--- config.mk ---
export PLATFORM = sky130hd
export DESIGN_NAME = acs_front_flat
export DESIGN_NICKNAME = d
export VERILOG_FILES = /design/src/rtl/core/acs_pkg.sv /design/src/rtl/core/acs_if.sv /design/src/rtl/core/acs_front.sv /design/src/flat_wrapper.sv
export SDC_FILE = /design/constraint.sdc
export NUM_CORES = 1
export LEC_CHECK = 0
export BUFFER_PORTS_ARGS = -buffer_cell sky130_fd_sc_hd__buf_2
export CAP_MARGIN = 20
export CORE_MARGIN = 2
export CORE_UTILIZATION = 48
export CTS_CLUSTER_SIZE = 25
export DETAILED_ROUTE_END_ITERATION = 7
export PLACE_DENSITY = 0.74
export SLEW_MARGIN = 10
export SYNTH_ARGS = -nofsm -noshare
export SYNTH_HDL_FRONTEND = slang
export SYNTH_SLANG_ARGS = --single-unit
--- constraint.sdc ---
create_clock -name clock -period 4 [get_ports clock]
set_input_delay 0.8 -clock clock [delete_from_list [all_inputs] [get_ports clock]]
set_output_delay 0.8 -clock clock [all_outputs]
set_load 0.01 [all_outputs]
--- src/rtl/core/acs_pkg.sv ---
// Shared constants, types and arithmetic helpers of the autocorrelation
// chi-squared unit. No dependencies.
package acs_pkg;

   localparam int TAPS     = 64;
   localparam int CHANNELS = 4;
   localparam int TAP_W    = 6;
   localparam int CH_W     = 2;
   localparam int ADDR_W   = CH_W + TAP_W;
   localparam int DEPTH    = CHANNELS * TAPS;
   localparam int DATA_W   = 24;
   localparam int COEF_W   = 18;
   localparam int NORM_W   = 42;
   localparam int SUM_W    = 64;
   localparam int Q_W      = 32;
   localparam int CFG_W    = 48;
   localparam int LAT_W    = 7;
   localparam int FILL_W   = TAP_W + 1;

   localparam logic KIND_SAMPLE = 1'b0;
   localparam logic KIND_COEF   = 1'b1;

   localparam logic REG_THRESH = 1'b0;
   localparam logic REG_LAT    = 1'b1;

   localparam logic signed [COEF_W-1:0] COEF_MAX = 18'sd131071;
   localparam logic signed [COEF_W-1:0] COEF_MIN = -18'sd131072;

   typedef struct packed {
      logic                     kind;
      logic [CH_W-1:0]          channel;
      logic [TAP_W-1:0]         tap;
      logic signed [DATA_W-1:0] re;
      logic signed [DATA_W-1:0] im;
      logic                     mask_bit;
      logic                     restart;
   } acs_item_type;

   typedef struct packed {
      logic [CFG_W-1:0]        thresh;
      logic signed [LAT_W-1:0] lat;
   } acs_cfg_type;

   function automatic logic signed [COEF_W-1:0] sat_coef(input logic signed [DATA_W-1:0] v);
      logic signed [COEF_W-1:0] r;
      if (v > DATA_W'(COEF_MAX)) r = COEF_MAX;
      else if (v < DATA_W'(COEF_MIN)) r = COEF_MIN;
      else r = v[COEF_W-1:0];
      return r;
   endfunction

   // Norm contribution of one tap: 2.0 - |A|^2 in Q.32.
   function automatic logic signed [NORM_W-1:0] norm_term(input logic signed [COEF_W-1:0] re,
                                                          input logic signed [COEF_W-1:0] im);
      logic signed [NORM_W-1:0] sq;
      sq = NORM_W'(re * re) + NORM_W'(im * im);
      return (NORM_W'(2) <<< 32) - sq;
   endfunction

endpackage

--- src/rtl/core/acs_if.sv ---
// Request and response channel interfaces of the autocorrelation chi-squared unit.
// Depends on acs_pkg for field widths.
interface acs_req_if;
   logic                                      valid;
   logic                                      ready;
   logic                                      operation;
   logic [acs_pkg::CH_W-1:0]                  channel;
   logic [acs_pkg::TAP_W-1:0]                 tap_index;
   logic signed [acs_pkg::DATA_W-1:0]         value_re;
   logic signed [acs_pkg::DATA_W-1:0]         value_im;
   logic                                      mask_bit;
   logic                                      restart;
   modport source(output valid, operation, channel, tap_index, value_re, value_im,
                  mask_bit, restart, input ready);
   modport sink(input valid, operation, channel, tap_index, value_re, value_im,
                mask_bit, restart, output ready);
endinterface


--- src/rtl/core/acs_front.sv ---
// Front end: accepts requests, classifies them and queues them for the back end.
// Depends on acs_pkg and acs_req_if.
module acs_front (
   input  logic                 clock,
   input  logic                 reset,
   acs_req_if.sink              req_chan,
   output logic                 q_valid,
   output acs_pkg::acs_item_type q_item,
   input  logic                 q_ready
);
   import acs_pkg::*;

   acs_item_type slot_ff [2];
   logic [1:0]   count_ff;
   logic         keep;
   logic         push;
   logic         pop;
   acs_item_type item_in;

   // Out-of-range channels and taps never reach the back end.
   always_comb begin
      item_in.kind     = req_chan.operation ? KIND_COEF : KIND_SAMPLE;
      item_in.channel  = req_chan.channel;
      item_in.tap      = req_chan.tap_index;
      item_in.re       = req_chan.value_re;
      item_in.im       = req_chan.value_im;
      item_in.mask_bit = req_chan.mask_bit;
      item_in.restart  = req_chan.restart;
      keep = (32'(req_chan.channel) < CHANNELS) &&
             (!req_chan.operation || (32'(req_chan.tap_index) < TAPS));
   end

   assign req_chan.ready = (count_ff != 2'd2);
   assign push    = req_chan.valid && req_chan.ready && keep;
   assign q_valid = (count_ff != 2'd0);
   assign q_item  = slot_ff[0];
   assign pop     = q_valid && q_ready;

   always_ff @(posedge clock) begin
      if (reset) begin
         count_ff <= 2'd0;
      end else begin
         count_ff <= count_ff + 2'(push) - 2'(pop);
      end
      if (pop) begin
         slot_ff[0] <= (count_ff == 2'd2) ? slot_ff[1] : item_in;
         if (count_ff == 2'd2 && push) slot_ff[1] <= item_in;
      end else if (push) begin
         if (count_ff == 2'd0) slot_ff[0] <= item_in;
         else slot_ff[1] <= item_in;
      end
   end
endmodule

--- src/flat_wrapper.sv ---
// flat-port wrapper written by rule: the top's interface ports become plain ports
module acs_front_flat import acs_pkg::*;
  (clock, reset, q_valid, q_item, q_ready, req_chan_valid, req_chan_operation, req_chan_channel, req_chan_tap_index, req_chan_value_re, req_chan_value_im, req_chan_mask_bit, req_chan_restart, req_chan_ready);
  acs_req_if req_chan_i ();
  input  logic clock;
  input  logic reset;
  output logic q_valid;
  output acs_pkg::acs_item_type q_item;
  input  logic q_ready;
  input wire logic [$bits(req_chan_i.valid)-1:0] req_chan_valid;
  input wire logic [$bits(req_chan_i.operation)-1:0] req_chan_operation;
  input wire logic [$bits(req_chan_i.channel)-1:0] req_chan_channel;
  input wire logic [$bits(req_chan_i.tap_index)-1:0] req_chan_tap_index;
  input wire logic [$bits(req_chan_i.value_re)-1:0] req_chan_value_re;
  input wire logic [$bits(req_chan_i.value_im)-1:0] req_chan_value_im;
  input wire logic [$bits(req_chan_i.mask_bit)-1:0] req_chan_mask_bit;
  input wire logic [$bits(req_chan_i.restart)-1:0] req_chan_restart;
  output wire logic [$bits(req_chan_i.ready)-1:0] req_chan_ready;
  assign req_chan_i.valid = req_chan_valid;
  assign req_chan_i.operation = req_chan_operation;
  assign req_chan_i.channel = req_chan_channel;
  assign req_chan_i.tap_index = req_chan_tap_index;
  assign req_chan_i.value_re = req_chan_value_re;
  assign req_chan_i.value_im = req_chan_value_im;
  assign req_chan_i.mask_bit = req_chan_mask_bit;
  assign req_chan_i.restart = req_chan_restart;
  assign req_chan_ready = req_chan_i.ready;
  acs_front u_core (.clock(clock), .reset(reset), .req_chan(req_chan_i), .q_valid(q_valid), .q_item(q_item), .q_ready(q_ready));
endmodule
After elaboration in Yosys (flattened, before gate mapping). Memory sizes are Yosys's and may differ from the RTL's. Cells that the tools add are included.

Input port bits: 63. Memories kept: 1. Word-level logic and storage cells: 34. Bits in registers: 2. Memory bits (writable): 118. Output and inout bits: 61.

Memories: u_core.slot_ff (words 2, width 59, read ports 2, clocked after memory_dff 0, write ports 1, line acs_front.sv:13) `acs_item_type slot_ff [2];`.

Add/sub/neg operators: 2. Eq/ne operators: 2. Bitwise gates (word level): 2. Reduce and logical (&&, ||, !) cells: 6. Mux-type cells: 20.

Operator list (count): 2-to-1 mux 59 bit (4); OR reduction 59 bit (1); 2-to-1 mux 1 bit (16); logical AND 1 bit (3); adder 2 x 1 -> 2 bit (1); == test 2 bit (second input constant) (1); logical NOT 2 bit (1); != test 2 bit (second input constant) (1); bitwise OR 1 bit (2); nonzero test 2 bit (1); subtractor 2 x 1 -> 2 bit (1).

Depth between registers and ports, before layout.
Depth in word-level cells: 9. Gate-level depth with buffers: 7.

Worst setup path before layout. No wires, ideal clock.

Path type: input to register. Start: input req_chan_valid. End: memory u_core.slot_ff[0][100] (netlist bit) (enable). Data arrival time: 3.333 ns. Data required time: 3.523 ns. Stages: 2. Library setup time: 0.477 ns. Buffers on the path: 0. Slack: 0.190 ns. Path through: nand2_1 > nor2_1.

Word-level cells in the longest chain between the ends: 8.

Ends and longest elaborated chain: start: declaration (line flat_wrapper.sv:10) `input wire logic [$bits(req_chan_i.valid)-1:0] req_chan_valid;`; logical AND 1 bit (*) (line acs_front.sv:34) `assign push = req_chan.valid && req_chan.ready && keep;`; logical AND 1 bit (line acs_front.sv:47) `if (count_ff == 2'd2 && push) slot_ff[1] <= item_in;`; 2-to-1 mux 1 bit (line acs_front.sv:47); 2-to-1 mux 1 bit (line acs_front.sv:45) `if (pop) begin`; 2-to-1 mux 1 bit (implied by the code) (line acs_front.sv:47); bitwise OR 1 bit (no source line); OR reduction 59 bit (no source line); 2-to-1 mux 1 bit (no source line); end: declaration (line acs_front.sv:13).

Mark *: on every way between the ends. The rest lies on a longest branch, timed or not.

Worst setup path in the final report.
Start: register u_core.count_ff[0]. End: output req_chan_ready.

Word-level cells in the longest chain between the ends: 1.

Ends and longest elaborated chain: start: declaration (line acs_front.sv:14) `logic [1:0] count_ff;`; start signal: assignment (line acs_front.sv:43) `count_ff <= count_ff + 2'(push) - 2'(pop);`; != test 2 bit (line acs_front.sv:33) `assign req_chan.ready = (count_ff != 2'd2);`; end: declaration (line flat_wrapper.sv:18) `output wire logic [$bits(req_chan_i.ready)-1:0] req_chan_ready;`.

No other way between the ends.

==> impl_metrics.sql <==
INSERT INTO impl_metrics (metric_group, metric, value, unit) VALUES
('status', 'status', 'complete, no violations', ''),
('clock_network', 'number_of_cells_upsized_or_downsized_after_cts', '0', ''),
('clock_network', 'cts_max_path_buffers', '2', ''),
('setup_path', 'crit_path_start_kind', 'flip-flop', ''),
('drt', 'detail-route-antenna-nets', '0', ''),
('clock_network', 'cts-buffers-inserted', '17', ''),
('power', 'internal-power', '0.00317', 'W'),
('cells_and_area', 'area_growth_syn_to_fin', '17.0', '%'),
('grt', 'initial_antenna_violation_count', '0', ''),
('grt', 'via_count_of_the_first_global_routing_pass', '2265', ''),
('setup_path', 'slowest_delay', '490', 'ps'),
('yosys', 'cell_accounting_for_the_most_synthesized_area', 'sky130_fd_sc_hd__edfxtp_1', ''),
('yosys', 'netlist.area_leader.share', '0.688', ''),
('hold_path', 'hp-class', 'input port to flip-flop', ''),
('yosys', 'yosysSeqAreaShare', '0.696', ''),
('grt', 'wire_length_of_the_first_global_routing_pass', '11500', 'um'),
('yosys', 'syn-mean-instance-area', '19.9', 'sq um'),
('yosys', 'ys_top_cells_by_area', 'sky130_fd_sc_hd__edfxtp_1 69%, sky130_fd_sc_hd__mux2_4 17%, sky130_fd_sc_hd__buf_4 8.6%', ''),
('placement', 'hpwl', '4970', 'um'),
('drt', 'drt_first_pass_iters', '4', ''),
('clock_network', 'worst_skew_pair.late_latency', '500', 'ps'),
('power', 'p_switching', '0.00108', 'W'),
('power', 'share_clk_of_total_power', '0.375', ''),
('clock_network', 'tritoncts_num_sinks', '120', ''),
('placement', 'port_buffers', '123', ''),
('power', 'power.density', '706', 'nW/um^2'),
('drt', 'num_vias', '2205', ''),
('job', 'cap_violations', '0', ''),
('drt', 'drt_first_iter_violations', '53', ''),
('setup_path', 'path_delay_family', 'simple AND/OR/NAND/NOR gates', ''),
('placement', 'routabilityCongestion', '0.751', ''),
('yosys', 'synth_warnings', '0', ''),
('setup_path', 'critPathMaxFanout', '28', ''),
('setup_path', 'critical_path_slowest_stage_cell', 'sky130_fd_sc_hd__nand2b_4', ''),
('die', 'fp.dieArea', '11600', 'sq um'),
('setup_path', 'critical_path.startpoint', 'u_core.count_ff[0]', ''),
('die', 'io_pins', '124', ''),
('clock_network', 'clock_tree.root_cell', 'sky130_fd_sc_hd__clkbuf_8', ''),
('die', 'die_width', '108', 'um'),
('grt', 'global_route.overflow_total', '0', ''),
('clock_network', 'tritoncts', 'built', ''),
('sta', 'worst_clock_skew', '7.42', 'ps'),
('setup_path', 'r2r_slack', '1820', 'ps'),
('yosys', 'ys_types', '16', ''),
('power', 'power.ir.vdd_worst', '0.000463', 'V'),
('sta', 'period_minus_slack', '2390', 'ps'),
('setup_path', 'crit_end', 'req_chan_ready', ''),
('die', 'std_cell_core_area', '10400', 'sq um'),
('grt', 'grt_start_max_net_pins', '42', ''),
('drt', 'drcViolationCount', '0', ''),
('yosys', 'synth_flop_cell', 'sky130_fd_sc_hd__edfxtp_1', ''),
('die', 'die_h', '108', 'um'),
('grt', 'grt.total_usage', '0.135', ''),
('setup_path', 'reg2regPathDepth', '3', ''),
('setup_path', 'timing.critical_path.cells', 'nand2b_4 -> buf_2', ''),
('sta', 'final-setup-viol-count', '0', ''),
('setup_path', 'path_depth', '2', ''),
('power', 'swShare', '0.254', ''),
('clock_network', 'cts_setup_buffers', '0', ''),
('sta', 'setup_total_negative_slack', '0', 'ps'),
('cells_and_area', 'finish.utilization', '0.581', ''),
('drt', 'wirelength', '7580', 'um'),
('setup_path', 'path_buf_inv', '1', ''),
('power', 'combinationalPowerShare', '0.203', ''),
('yosys', 'synth_edf_count', '118', ''),
('yosys', 'synthesis.instances', '259', ''),
('clock_network', 'path_clk_slew', '60', 'ps'),
('setup_path', 'timing.rr.start', 'u_core.count_ff[1]', ''),
('sta', 'hold_viol', '0', ''),
('sta', 'max_slew_margin', '0.590', ''),
('cells_and_area', 'nets', '403', '');
==> worst register-to-register path, delay by kind of cell (launching register included) <==
| kind | cells | cell delay, ps |
|---|---|---|
| DFF | 1 | 350 |
| muxes | 1 | 550 |
| buffers and inverters | 1 | 550 |
| and+or+nand+nor | 1 | 330 |
==> sequential cells by signal (all words and copies together), names as in the netlist <==
signal,flops
u_core.slot_ff,118
u_core.count_ff,2
==> cells in the final DEF, fill, tap and decap left out, types with 2 or more instances in the layout <==
cell,n
sky130_fd_sc_hd__mux2_4,58
sky130_fd_sc_hd__buf_4,3
sky130_fd_sc_hd__buf_2,123
sky130_fd_sc_hd__clkinv_4,2
sky130_fd_sc_hd__ha_1,2
sky130_fd_sc_hd__inv_6,5
sky130_fd_sc_hd__mux2_2,2
sky130_fd_sc_hd__inv_1,2
sky130_fd_sc_hd__clkinvlp_4,2
sky130_fd_sc_hd__clkbuf_16,16
sky130_fd_sc_hd__edfxtp_1,118
sky130_fd_sc_hd__and2_1,2
sky130_fd_sc_hd__bufinv_16,4
sky130_fd_sc_hd__dfxtp_1,2
==> kinds of logic (layout without fill, tap and decap cells) <==
logic type                 Yosys count  after routing  synth area share
DFF                                120            120             0.696
buffers and inverters               68            160             0.113
muxes                               60             60             0.174
and+or+nand+nor                      8              8           0.00826
adders and majority gates            2              2           0.00486
xor gates and xnor gates             1              1           0.00437
==> worst min path at each step <==
stage	start	slack, ps	cells past startpoint	to
after CTS	reset	450	2	u_core.count_ff[1]
after detailed placement	u_core.slot_ff[0][111]	530	1	u_core.slot_ff[0][52]
after floorplan	u_core.slot_ff[0][117]	520	1	u_core.slot_ff[0][58]
after global placement	u_core.slot_ff[0][87]	530	1	u_core.slot_ff[0][28]
final	reset	480	2	u_core.count_ff[1]
after global routing	reset	440	2	u_core.count_ff[1]
==> through the flow <==
step | setup slack, ps | total power [W] | hold WS, ps | cell area [sq um] | std cells
after global placement | 1580 | 0.00268 | 529 | 5400 | 455
after floorplan | 190 | 0.00270 | 525 | 5150 | 259
final | 1610 | 0.00425 | 482 | 6020 | 487
after CTS | 1580 | 0.00431 | 453 | 6020 | 487
after detailed placement | 1540 | 0.00270 | 533 | 5400 | 455
after global routing | 1500 | 0.00444 | 444 | 6020 | 487
==> cell type report <==
cell class                      instances  area [sq um]
Multi-Input combinational cell         71           998
Tap cell                              136           170
Fill cell                             802          4350
Inverter                                2          7.51
Clock buffer                           17           414
Timing Repair Buffer                  126           638
Sequential cell                       120          3580
Clock inverter                         15           213
==> metal layers <==
metal	GRT usage	share of wire	wire [um]
met5	0	0	0
met4	0.0495	0.012	93
met3	0.0623	0.081	614
met2	0.196	0.46	3500
met1	0.179	0.44	3370
==> power groups by stage <==
| stage | clock network [W] | registers [W] | logic, W |
|---|---|---|---|
| after floorplan | 0 | 0.00181 | 0.000889 |
| after global placement | 0 | 0.00182 | 0.000862 |
| after detailed placement | 0 | 0.00182 | 0.000880 |
| after CTS | 0.00162 | 0.00180 | 0.000881 |
| after global routing | 0.00169 | 0.00182 | 0.000930 |
| final | 0.00159 | 0.00180 | 0.000862 |
(Power assumes the default switching activity.)
